$ cat config.mk
export PLATFORM = sky130hd
export DESIGN_NAME = touch_contact_tap_detector_core
export DESIGN_NICKNAME = d
export VERILOG_FILES = /design/src/sv/tctd_pkg.sv /design/src/sv/tctd_queue.sv /design/src/sv/tctd_front.sv /design/src/sv/tctd_back.sv /design/src/sv/touch_contact_tap_detector_core.sv
export VERILOG_INCLUDE_DIRS = /design/src /design/src/sv
export SDC_FILE = /design/constraint.sdc
export NUM_CORES = 2
export LEC_CHECK = 0
export ABC_AREA = 0
export BUFFER_PORTS_ARGS = -buffer_cell sky130_fd_sc_hd__buf_2
export CAP_MARGIN = 0
export CORE_ASPECT_RATIO = 1.1
export CORE_MARGIN = 2
export CORE_UTILIZATION = 41
export DETAILED_ROUTE_END_ITERATION = 8
export PLACE_DENSITY = 0.65
export SYNTH_ARGS = -nofsm -noshare
export SYNTH_HDL_FRONTEND = slang
export SYNTH_SLANG_ARGS = --single-unit
$ cat constraint.sdc
create_clock -name clock -period 11.7 [get_ports clock]
set_input_delay 0.585 -clock clock [delete_from_list [all_inputs] [get_ports clock]]
set_output_delay 0.585 -clock clock [all_outputs]
set_load 0.1 [all_outputs]
$ cat src/sv/touch_contact_tap_detector_core_macros.svh
// Assertion macros used by the tap detector back end.
`ifndef TOUCH_CONTACT_TAP_DETECTOR_CORE_MACROS_SVH
`define TOUCH_CONTACT_TAP_DETECTOR_CORE_MACROS_SVH

// Checks that the consequent holds in the same cycle as the antecedent.
`define TCTD_ASSERT_SAME(label, pre, post) \
   label: assert property (@(posedge clock) disable iff (reset) (pre) |-> (post)) \
      else $error("tap detector check failed");

// Checks that the consequent holds in the cycle after the antecedent.
`define TCTD_ASSERT_NEXT(label, pre, post) \
   label: assert property (@(posedge clock) disable iff (reset) (pre) |=> (post)) \
      else $error("tap detector check failed");

`endif

$ cat src/sv/tctd_pkg.sv
// Types, constants and register codes shared by the tap detector modules.
`timescale 1ns / 1ps

package tctd_pkg;

   localparam int DEF_NUM_PADS         = 4;
   localparam int DEF_CONTACTS_PER_PAD = 2;
   localparam int DEF_QUEUE_DEPTH      = 2;

   localparam int PAD_IDX_W  = 4;
   localparam int SLOT_IDX_W = 7;
   localparam int CSR_IDX_W  = 3;
   localparam int CSR_DATA_W = 64;
   localparam int CFG_PADS   = 4;

   localparam logic [15:0] SIZE_RESET       = 16'h7FFF;
   localparam logic [15:0] MOVE_LIMIT_RESET = 16'd100;
   localparam logic [31:0] TIME_LIMIT_RESET = 32'd200000;
   localparam logic [2:0]  JOYSTICK_MODE    = 3'd1;

   typedef enum logic [CSR_IDX_W-1:0] {
      REG_PAD_IN_USE     = 3'd0,
      REG_PAD_MODES      = 3'd1,
      REG_PAD_WIDTHS     = 3'd2,
      REG_PAD_HEIGHTS    = 3'd3,
      REG_TAP_MOVE_LIMIT = 3'd4,
      REG_TAP_TIME_LIMIT = 3'd5
   } csr_reg_type;

   typedef struct packed {
      logic [1:0]         pad_index;
      logic               contact_index;
      logic signed [15:0] pos_x;
      logic signed [15:0] pos_y;
      logic               touching;
      logic [63:0]        timestamp;
   } req_type;

   typedef struct packed {
      logic               status;
      logic               button_down;
      logic               axis_valid;
      logic signed [15:0] axis_x;
      logic signed [15:0] axis_y;
   } rsp_type;

   typedef struct packed {
      logic [CFG_PADS-1:0]       pad_in_use;
      logic [CFG_PADS-1:0][2:0]  pad_modes;
      logic [CFG_PADS-1:0][15:0] pad_widths;
      logic [CFG_PADS-1:0][15:0] pad_heights;
      logic [15:0]               tap_move_limit;
      logic [31:0]               tap_time_limit;
   } cfg_type;

   typedef struct packed {
      logic                  rejected;
      logic                  joystick;
      logic [PAD_IDX_W-1:0]  pad;
      logic                  contact;
      logic [SLOT_IDX_W-1:0] slot;
      logic [SLOT_IDX_W-1:0] base_slot;
      logic                  touching;
      logic [15:0]           pos_x;
      logic [15:0]           pos_y;
      logic [63:0]           timestamp;
      logic [15:0]           center_x;
      logic [15:0]           center_y;
      logic [15:0]           size_x;
      logic [15:0]           size_y;
   } cmd_type;

   typedef struct packed {
      logic can_push;
      logic can_pop;
   } queue_status_type;

endpackage

$ cat src/sv/tctd_queue.sv
// Short command queue between the classifying front and the state-updating back.
`timescale 1ns / 1ps

module tctd_queue #(
   parameter int DEPTH = tctd_pkg::DEF_QUEUE_DEPTH
) (
   input  logic                       clock,
   input  logic                       reset,
   input  logic                       push,
   input  tctd_pkg::cmd_type          push_data,
   input  logic                       pop,
   output tctd_pkg::cmd_type          pop_data,
   output tctd_pkg::queue_status_type status
);
   import tctd_pkg::*;

   localparam int PtrW = (DEPTH > 1) ? $clog2(DEPTH) : 1;
   localparam int CntW = $clog2(DEPTH + 1);

   cmd_type          entry_ff [DEPTH];
   logic [PtrW-1:0]  wr_ptr_ff, wr_ptr_in;
   logic [PtrW-1:0]  rd_ptr_ff, rd_ptr_in;
   logic [CntW-1:0]  count_ff, count_in;

   always_comb begin
      wr_ptr_in = wr_ptr_ff;
      rd_ptr_in = rd_ptr_ff;
      count_in  = count_ff;
      if (push) begin
         wr_ptr_in = (wr_ptr_ff == PtrW'(DEPTH - 1)) ? '0 : wr_ptr_ff + 1'b1;
      end
      if (pop) begin
         rd_ptr_in = (rd_ptr_ff == PtrW'(DEPTH - 1)) ? '0 : rd_ptr_ff + 1'b1;
      end
      if (push && !pop) begin
         count_in = count_ff + 1'b1;
      end else if (pop && !push) begin
         count_in = count_ff - 1'b1;
      end
   end

   always_ff @(posedge clock) begin
      if (reset) begin
         wr_ptr_ff <= '0;
         rd_ptr_ff <= '0;
         count_ff  <= '0;
      end else begin
         wr_ptr_ff <= wr_ptr_in;
         rd_ptr_ff <= rd_ptr_in;
         count_ff  <= count_in;
      end
   end

   always_ff @(posedge clock) begin
      if (push) begin
         entry_ff[wr_ptr_ff] <= push_data;
      end
   end

   assign pop_data        = entry_ff[rd_ptr_ff];
   assign status.can_push = (count_ff < CntW'(DEPTH));
   assign status.can_pop  = (count_ff != '0);

endmodule

$ cat src/sv/tctd_front.sv
// Front end: takes report beats, checks the pad and slot, and queues a command.
`timescale 1ns / 1ps

module tctd_front #(
   parameter int NUM_PADS         = tctd_pkg::DEF_NUM_PADS,
   parameter int CONTACTS_PER_PAD = tctd_pkg::DEF_CONTACTS_PER_PAD
) (
   input  logic                       req_valid,
   output logic                       req_ready,
   input  tctd_pkg::req_type          req_data,
   input  tctd_pkg::cfg_type          cfg,
   input  tctd_pkg::queue_status_type queue_status,
   output logic                       push,
   output tctd_pkg::cmd_type          cmd
);
   import tctd_pkg::*;

   logic        rejected;
   logic [1:0]  pad;
   logic [15:0] size_x;
   logic [15:0] size_y;

   assign pad    = req_data.pad_index;
   assign size_x = cfg.pad_widths[pad];
   assign size_y = cfg.pad_heights[pad];

   assign rejected = (int'(pad) >= NUM_PADS)
                  || (int'(req_data.contact_index) >= CONTACTS_PER_PAD)
                  || !cfg.pad_in_use[pad];

   always_comb begin
      cmd           = '0;
      cmd.rejected  = rejected;
      cmd.joystick  = (cfg.pad_modes[pad] == JOYSTICK_MODE);
      cmd.contact   = req_data.contact_index;
      cmd.touching  = req_data.touching;
      cmd.pos_x     = req_data.pos_x;
      cmd.pos_y     = req_data.pos_y;
      cmd.timestamp = req_data.timestamp;
      cmd.size_x    = size_x;
      cmd.size_y    = size_y;
      cmd.center_x  = {req_data.pos_x[14:0], 1'b0} - size_x;
      cmd.center_y  = {req_data.pos_y[14:0], 1'b0} - size_y;
      if (!rejected) begin
         cmd.pad       = PAD_IDX_W'(pad);
         cmd.slot      = SLOT_IDX_W'(int'(pad) * CONTACTS_PER_PAD
                                     + int'(req_data.contact_index));
         cmd.base_slot = SLOT_IDX_W'(int'(pad) * CONTACTS_PER_PAD);
      end
   end

   assign req_ready = queue_status.can_push;
   assign push      = req_valid && queue_status.can_push;

endmodule

$ cat src/sv/tctd_back.sv
// Back end: updates the contact state, decides taps and registers the result beat.
`timescale 1ns / 1ps
`include "touch_contact_tap_detector_core_macros.svh"

module tctd_back #(
   parameter int NUM_PADS         = tctd_pkg::DEF_NUM_PADS,
   parameter int CONTACTS_PER_PAD = tctd_pkg::DEF_CONTACTS_PER_PAD
) (
   input  logic                       clock,
   input  logic                       reset,
   input  tctd_pkg::cfg_type          cfg,
   input  tctd_pkg::queue_status_type queue_status,
   input  tctd_pkg::cmd_type          cmd,
   output logic                       pop,
   output logic                       rsp_valid,
   input  logic                       rsp_ready,
   output tctd_pkg::rsp_type          rsp_data
);
   import tctd_pkg::*;

   localparam int Slots = NUM_PADS * CONTACTS_PER_PAD;
   localparam int SlotW = (Slots > 1) ? $clog2(Slots) : 1;
   localparam int PadW  = (NUM_PADS > 1) ? $clog2(NUM_PADS) : 1;

   logic [Slots-1:0]    active_ff, active_in;
   logic [Slots-1:0]    cand_ff, cand_in;
   logic [NUM_PADS-1:0] button_ff, button_in;
   logic [15:0]         start_x_ff [Slots];
   logic [15:0]         start_y_ff [Slots];
   logic [63:0]         start_time_ff [Slots];
   logic [15:0]         cur_x_ff [Slots];
   logic [15:0]         cur_y_ff [Slots];
   logic                rsp_valid_ff, rsp_valid_in;
   rsp_type             rsp_ff, rsp_in;

   logic [SlotW-1:0] s;
   logic [SlotW-1:0] s0;
   logic [PadW-1:0]  p;
   logic             update;
   logic             slot_active;
   logic             slot_cand;
   logic [16:0]      dx, dy, mag_x, mag_y;
   logic             moved_far;
   logic [63:0]      elapsed;
   logic             tap_ok;
   logic             release_now;
   logic             button_new;
   logic [15:0]      base_x, base_y;

   assign s  = cmd.slot[SlotW-1:0];
   assign s0 = cmd.base_slot[SlotW-1:0];
   assign p  = cmd.pad[PadW-1:0];

   assign pop    = queue_status.can_pop && (!rsp_valid_ff || rsp_ready);
   assign update = pop && !cmd.rejected;

   assign slot_active = active_ff[s];
   assign slot_cand   = cand_ff[s];

   assign dx    = {cmd.pos_x[15], cmd.pos_x} - {start_x_ff[s][15], start_x_ff[s]};
   assign dy    = {cmd.pos_y[15], cmd.pos_y} - {start_y_ff[s][15], start_y_ff[s]};
   assign mag_x = dx[16] ? (17'd0 - dx) : dx;
   assign mag_y = dy[16] ? (17'd0 - dy) : dy;
   assign moved_far = (mag_x > {1'b0, cfg.tap_move_limit})
                   || (mag_y > {1'b0, cfg.tap_move_limit});

   assign elapsed = cmd.timestamp - start_time_ff[s];
   assign tap_ok  = slot_cand && (elapsed[63:32] == '0)
                 && (elapsed[31:0] < cfg.tap_time_limit);

   assign release_now = slot_active && !cmd.touching;
   assign button_new  = release_now ? tap_ok : button_ff[p];

   assign base_x = {cur_x_ff[s0][14:0], 1'b0} - cmd.size_x;
   assign base_y = {cur_y_ff[s0][14:0], 1'b0} - cmd.size_y;

   always_comb begin
      active_in = active_ff;
      cand_in   = cand_ff;
      button_in = button_ff;
      if (update) begin
         if (!slot_active && cmd.touching) begin
            cand_in[s] = 1'b1;
         end else if (slot_active && cmd.touching && slot_cand && moved_far) begin
            cand_in[s] = 1'b0;
         end
         if (release_now) begin
            button_in[p] = tap_ok;
         end
         active_in[s] = cmd.touching;
      end
   end

   always_comb begin
      rsp_in        = '0;
      rsp_in.status = cmd.rejected;
      if (!cmd.rejected) begin
         rsp_in.button_down = button_new;
         rsp_in.axis_valid  = cmd.joystick;
         if (cmd.joystick) begin
            if (!cmd.contact) begin
               if (cmd.touching) begin
                  rsp_in.axis_x = cmd.center_x;
                  rsp_in.axis_y = cmd.center_y;
               end
            end else if (active_ff[s0]) begin
               rsp_in.axis_x = base_x;
               rsp_in.axis_y = base_y;
            end
         end
      end
   end

   always_comb begin
      if (pop) begin
         rsp_valid_in = 1'b1;
      end else if (rsp_ready) begin
         rsp_valid_in = 1'b0;
      end else begin
         rsp_valid_in = rsp_valid_ff;
      end
   end

   always_ff @(posedge clock) begin
      if (reset) begin
         active_ff    <= '0;
         cand_ff      <= '0;
         button_ff    <= '0;
         rsp_valid_ff <= 1'b0;
      end else begin
         active_ff    <= active_in;
         cand_ff      <= cand_in;
         button_ff    <= button_in;
         rsp_valid_ff <= rsp_valid_in;
      end
   end

   always_ff @(posedge clock) begin
      if (update) begin
         cur_x_ff[s] <= cmd.pos_x;
         cur_y_ff[s] <= cmd.pos_y;
         if (!slot_active && cmd.touching) begin
            start_x_ff[s]    <= cmd.pos_x;
            start_y_ff[s]    <= cmd.pos_y;
            start_time_ff[s] <= cmd.timestamp;
         end
      end
      if (pop) begin
         rsp_ff <= rsp_in;
      end
   end

   assign rsp_valid = rsp_valid_ff;
   assign rsp_data  = rsp_ff;

   `TCTD_ASSERT_NEXT(a_pop_gives_beat, pop, rsp_valid_ff)
   `TCTD_ASSERT_SAME(a_reject_is_clean, rsp_valid_ff && rsp_ff.status,
      !rsp_ff.button_down && !rsp_ff.axis_valid && rsp_ff.axis_x == '0 && rsp_ff.axis_y == '0)
   `TCTD_ASSERT_SAME(a_no_axis_outside_joystick, rsp_valid_ff && !rsp_ff.axis_valid,
      rsp_ff.axis_x == '0 && rsp_ff.axis_y == '0)

endmodule

$ cat src/sv/touch_contact_tap_detector_core.sv
// A report beat passes through the command queue and then the back end's result register.
// Throughput: one beat per cycle while the result beat is not held by a low rsp_ready.
// The two-entry command queue lets the input keep flowing while a result beat is held.
// Reset is synchronous: it clears contact flags, tap candidates, button bits and the queue,
// and returns every configuration register to its default value.
`timescale 1ns / 1ps

module touch_contact_tap_detector_core #(
   parameter int NUM_PADS         = tctd_pkg::DEF_NUM_PADS,
   parameter int CONTACTS_PER_PAD = tctd_pkg::DEF_CONTACTS_PER_PAD,
   parameter int QUEUE_DEPTH      = tctd_pkg::DEF_QUEUE_DEPTH
) (
   input  logic                              clock,
   input  logic                              reset,
   input  logic                              req_valid,
   output logic                              req_ready,
   input  tctd_pkg::req_type                 req_data,
   output logic                              rsp_valid,
   input  logic                              rsp_ready,
   output tctd_pkg::rsp_type                 rsp_data,
   input  logic                              csr_wr_en,
   input  logic [tctd_pkg::CSR_IDX_W-1:0]    csr_index,
   input  logic [tctd_pkg::CSR_DATA_W-1:0]   csr_wdata
);
   import tctd_pkg::*;

   cfg_type          cfg_ff, cfg_in;
   cmd_type          push_cmd;
   cmd_type          pop_cmd;
   logic             push;
   logic             pop;
   queue_status_type queue_status;

   always_comb begin
      cfg_in = cfg_ff;
      if (csr_wr_en) begin
         case (csr_reg_type'(csr_index))
            REG_PAD_IN_USE:     cfg_in.pad_in_use     = csr_wdata[CFG_PADS-1:0];
            REG_PAD_MODES:      cfg_in.pad_modes      = csr_wdata[3*CFG_PADS-1:0];
            REG_PAD_WIDTHS:     cfg_in.pad_widths     = csr_wdata[16*CFG_PADS-1:0];
            REG_PAD_HEIGHTS:    cfg_in.pad_heights    = csr_wdata[16*CFG_PADS-1:0];
            REG_TAP_MOVE_LIMIT: cfg_in.tap_move_limit = csr_wdata[15:0];
            REG_TAP_TIME_LIMIT: cfg_in.tap_time_limit = csr_wdata[31:0];
            default:            cfg_in = cfg_ff;
         endcase
      end
   end

   always_ff @(posedge clock) begin
      if (reset) begin
         cfg_ff.pad_in_use     <= '0;
         cfg_ff.pad_modes      <= '0;
         cfg_ff.pad_widths     <= {CFG_PADS{SIZE_RESET}};
         cfg_ff.pad_heights    <= {CFG_PADS{SIZE_RESET}};
         cfg_ff.tap_move_limit <= MOVE_LIMIT_RESET;
         cfg_ff.tap_time_limit <= TIME_LIMIT_RESET;
      end else begin
         cfg_ff <= cfg_in;
      end
   end

   tctd_front #(
      .NUM_PADS         (NUM_PADS),
      .CONTACTS_PER_PAD (CONTACTS_PER_PAD)
   ) u_front (
      .req_valid    (req_valid),
      .req_ready    (req_ready),
      .req_data     (req_data),
      .cfg          (cfg_ff),
      .queue_status (queue_status),
      .push         (push),
      .cmd          (push_cmd)
   );

   tctd_queue #(
      .DEPTH (QUEUE_DEPTH)
   ) u_queue (
      .clock     (clock),
      .reset     (reset),
      .push      (push),
      .push_data (push_cmd),
      .pop       (pop),
      .pop_data  (pop_cmd),
      .status    (queue_status)
   );

   tctd_back #(
      .NUM_PADS         (NUM_PADS),
      .CONTACTS_PER_PAD (CONTACTS_PER_PAD)
   ) u_back (
      .clock        (clock),
      .reset        (reset),
      .cfg          (cfg_ff),
      .queue_status (queue_status),
      .cmd          (pop_cmd),
      .pop          (pop),
      .rsp_valid    (rsp_valid),
      .rsp_ready    (rsp_ready),
      .rsp_data     (rsp_data)
   );

endmodule
==> results.md <==
- TritonRoute pass-1 iters: 6
- Final hold slack: approximately 0.055 ns
- Clock sink total: ~1500
- Post-synth top area share: 0.586
- I/O Buffers: 208
- Logic gate share of total power: 0.448
- Period minus WS final: 9.13 ns
- Layout area overhead: 14.4%
- Complex-gate fraction of the synthesized area: 0.113
- Slew HR: 0.273
- Fin nets: around 5500
- CP endpoint: u_back.rsp_data[33]
- CP peak stage delay: ~0.63 ns
- Synth warn: 0
- Antenna Nets Post-Route: 0
- Vias in the first global route: a little over 40000
- WP buf/inv: 2
- Detailed-route via count: 42500
- Clock buffer count from CTS: 149
- Filler cell count: around 14000
- Total grt overflow: 0
- Register area share after synthesis: 0.654
- Mux cell area share after synthesis: 0.0521
- WS Path Type: register to register
- CTS tree: done
- Slowest CP cell: dfxtp_4
- Gp weighted congestion: slightly above 0.9
- Top_reg_cell synth: edfxtp_1
- Root Driver: clkbuf_16
- # IOs: about 210
- Fin util: 0.471
- Largest family of logic cells by synthesized area: compound AO/OA/AOI/OAI gates
- Critical Path Stages: 29
- Final WS setup: roughly 2.6 ns
- Share of layout cells above drive strength 1: 0.132
- Final period util: 0.781
- Top cell family by delay on the critical path: simple AND/OR/NAND/NOR gates
- Cells after synthesis: 4833
- Main area contributors after synthesis: edfxtp_1, dfxtp_1, ha_1
- Setup slack, reg-to-reg: around 2.6 ns
- Die area: approximately 160000 um^2
- Placed Cells: between 6000 and 7000
- Synth Area in XOR/XNOR: 0.0187
- CTS HTree Levels: 4
- Int Power: roughly 12 mW
- Layout Cells excl Fill: between 7000 and 8000
- Die Wd: 381 um
- Worst-path clk slew: 0.06 ns
- Drt initial violations: between 4000 and 5000
- RSZ-0062 raised after global routing: no
- Total Routing Usage GR: 0.226
- Endpoint class of the critical path: register
- Max Cap Viol: 0
- Num rows: between 150 and 200
- Later-pin clock latency in the skew report: between 0.7 and 0.8 ns
- Core area: approximately 160000 um^2
- Sw Ratio: 0.398
- Fmax: ~110 MHz
- Synth Cell Area: 64200 um^2
- Final instance area: around 73000 um^2
- Part of the power in registers: 0.318
- Flip-flop and latch count after synthesis: around 1500
- Worst Reg2Reg Path Length in Cells: 29
- Startpoint types: register
- WL final: roughly 180000 um
- Status: completed
- Final Hold Fails: 0
- Initial antenna violation count: 13
- Die Ht: 419 um
- HP Class: input pin to register
- Synthesized area per cell: 13.3 um^2
- Post-place setup slack: around 2.6 ns
- Synth Area in Adders: 0.0445
- # setup viols final: 0
- DRC errors left: 0
- Final Max Tran Viols: 0
- Worst-path fanout max: 44
- Setup TNS: 0 ns
- Placement Cell Area: 67600 um^2
- Sw Pwr: about 8.0 mW
- Cell Pwr Density: 274 nW/um^2
- Detail Placement HPWL: between 100000 and 150000 um
- Power consumption: about 20 mW
- DR WL/cell: 25.1 um
- Clk buf depth: 3
- Crit Reg-Reg Endpoint: u_back.rsp_data[33]
- Most frequent cell on the critical path: o21ai_0
- Clock skew: 0.0337 ns
- Peak supply drop: just under 0.2 mV
- Starting density of the core: 0.412
- Worst-margin pin slew: 1.08 ns
- Asr flop ratio synth: 0
- Largest net degree at the start of global routing: 122
- Clock Power Share: 0.234
- Crit path DAT: 9.77 ns
- Simple logic cell fraction of the synthesized area: 0.0949
- Number of vias per cell: roughly 5.8
- Leakage: 25.1 nW
- Post-Syn Nets: 5229
- Cell taking the most area after synthesis: edfxtp_1
- Number of synthesized flops with an enable pin: approximately 1300
- First-pass GRT wire length: 270000 um
- Req. time, crit path: approximately 12 ns
- Synth unique cells: 84
-- per-layer routing --
layer | global-route usage | share of wire | routed length (um)
met1 | 0.311 | 0.43 | 79400
met2 | 0.366 | 0.47 | 86800
met3 | 0.0329 | 0.065 | 11900
met4 | 0.0755 | 0.031 | 5670
met5 | 0 | 0.00015 | 27
-- power by group through the flow --
stage               clock [mW]  sequential [mW]  combinational, mW
detailed placement           0             6.51               8.79
finish                    4.70             6.40               9.00
CTS                       4.77             6.40               8.87
floorplan                    0             6.89               5.86
global route              4.98             6.42               9.75
global placement             0             6.50               8.72
-- placed cells by master, fill, tap and decap left out, types with 86 or more instances in the layout --
cell and n:
edfxtp_1 1253, a21oi_1 231, nor2_1 195, a22oi_1 307, dfxtp_1 217, inv_1 139, nand3_1 112, nand2_1 570
clkbuf_16 155, buf_2 207, xnor2_1 86, dlygate4sd3_1 100, o21ai_0 104, ha_1 217, mux2_2 96, mux2i_1 146
-- flip-flops by register name, summed over array words and instances (netlist names), named ones only --
| register | flops |
|---|---|
| u_queue.count_ff | 2 |
| u_queue.rd_ptr_ff | 1 |
| u_back.rsp_data | 35 |
| u_back.active_ff | 8 |
| u_back.rsp_valid | 1 |
| u_back.start_y_ff | 128 |
| u_back.cur_y_ff | 60 |
| u_back.start_time_ff | 512 |
| u_queue.wr_ptr_ff | 1 |
| cfg_ff | 192 |
| u_queue.entry_ff | 330 |
| u_back.start_x_ff | 128 |
| u_back.button_ff | 4 |
| u_back.cur_x_ff | 60 |
-- how the worst min path moves through the flow --
stage | cells after the start | to | startpoint
4_1_cts | 1 | u_queue.entry_ff[0][172] | req_data[97]
3_5_place_dp | 2 | cfg_ff[182] | cfg_ff[182]
3_3_place_gp | 2 | cfg_ff[182] | cfg_ff[182]
6_report | 1 | u_queue.entry_ff[0][172] | req_data[97]
2_1_floorplan | 2 | cfg_ff[176] | cfg_ff[176]
5_1_grt | 1 | u_queue.entry_ff[0][172] | req_data[97]
-- kinds of logic after synthesis --
group	count (synthesis)
AO/OA/AOI/OAI	1067
XOR/XNOR	137
buffers and inverters	376
AND/OR/NAND/NOR	1279
multiplexers	279
adder cells (fa/ha/maj)	224
flip-flops	1471
-- cells in the mapped netlist, types with 35 or more instances --
| library cell | n |
|---|---|
| a21o_1 | 52 |
| a21oi_1 | 231 |
| a22oi_1 | 307 |
| a31oi_1 | 53 |
| and3_1 | 62 |
| and4_1 | 68 |
| clkbuf_1 | 181 |
| dfxtp_1 | 218 |
| edfxtp_1 | 1253 |
| ha_1 | 217 |
| inv_1 | 140 |
| mux2_2 | 96 |
| mux2i_1 | 148 |
| nand2_1 | 570 |
| nand3_1 | 113 |
| nand4_1 | 35 |
| nor2_1 | 211 |
| nor3_1 | 53 |
| o21ai_0 | 104 |
| o22ai_1 | 39 |
| xnor2_1 | 86 |
| xor2_1 | 51 |
-- what timing repair did --
item | CTS | global route
setup endpoints to repair | 0 | 0
hold endpoints to repair | 194 | 0
hold buffers | 100 | 0
buffers inserted | 0 | 0
resized for setup | 0 | 0
-- final cells by class --
type | count | area [um^2] | share of cell area
sequential | 1471 | 42000 | 0.572
multi-input combinational | 2986 | 20900 | 0.285
clock buffer | 206 | 4230 | 0.0577
tap | 2079 | 2600 | 0.0354
timing repair buffer | 372 | 2550 | 0.0347
clock inverter | 69 | 568 | 0.00774
inverter | 142 | 536 | 0.00729
antenna | 5 | 12.5 | 0.000170
Note: power is estimated with default switching activity, not from simulation.
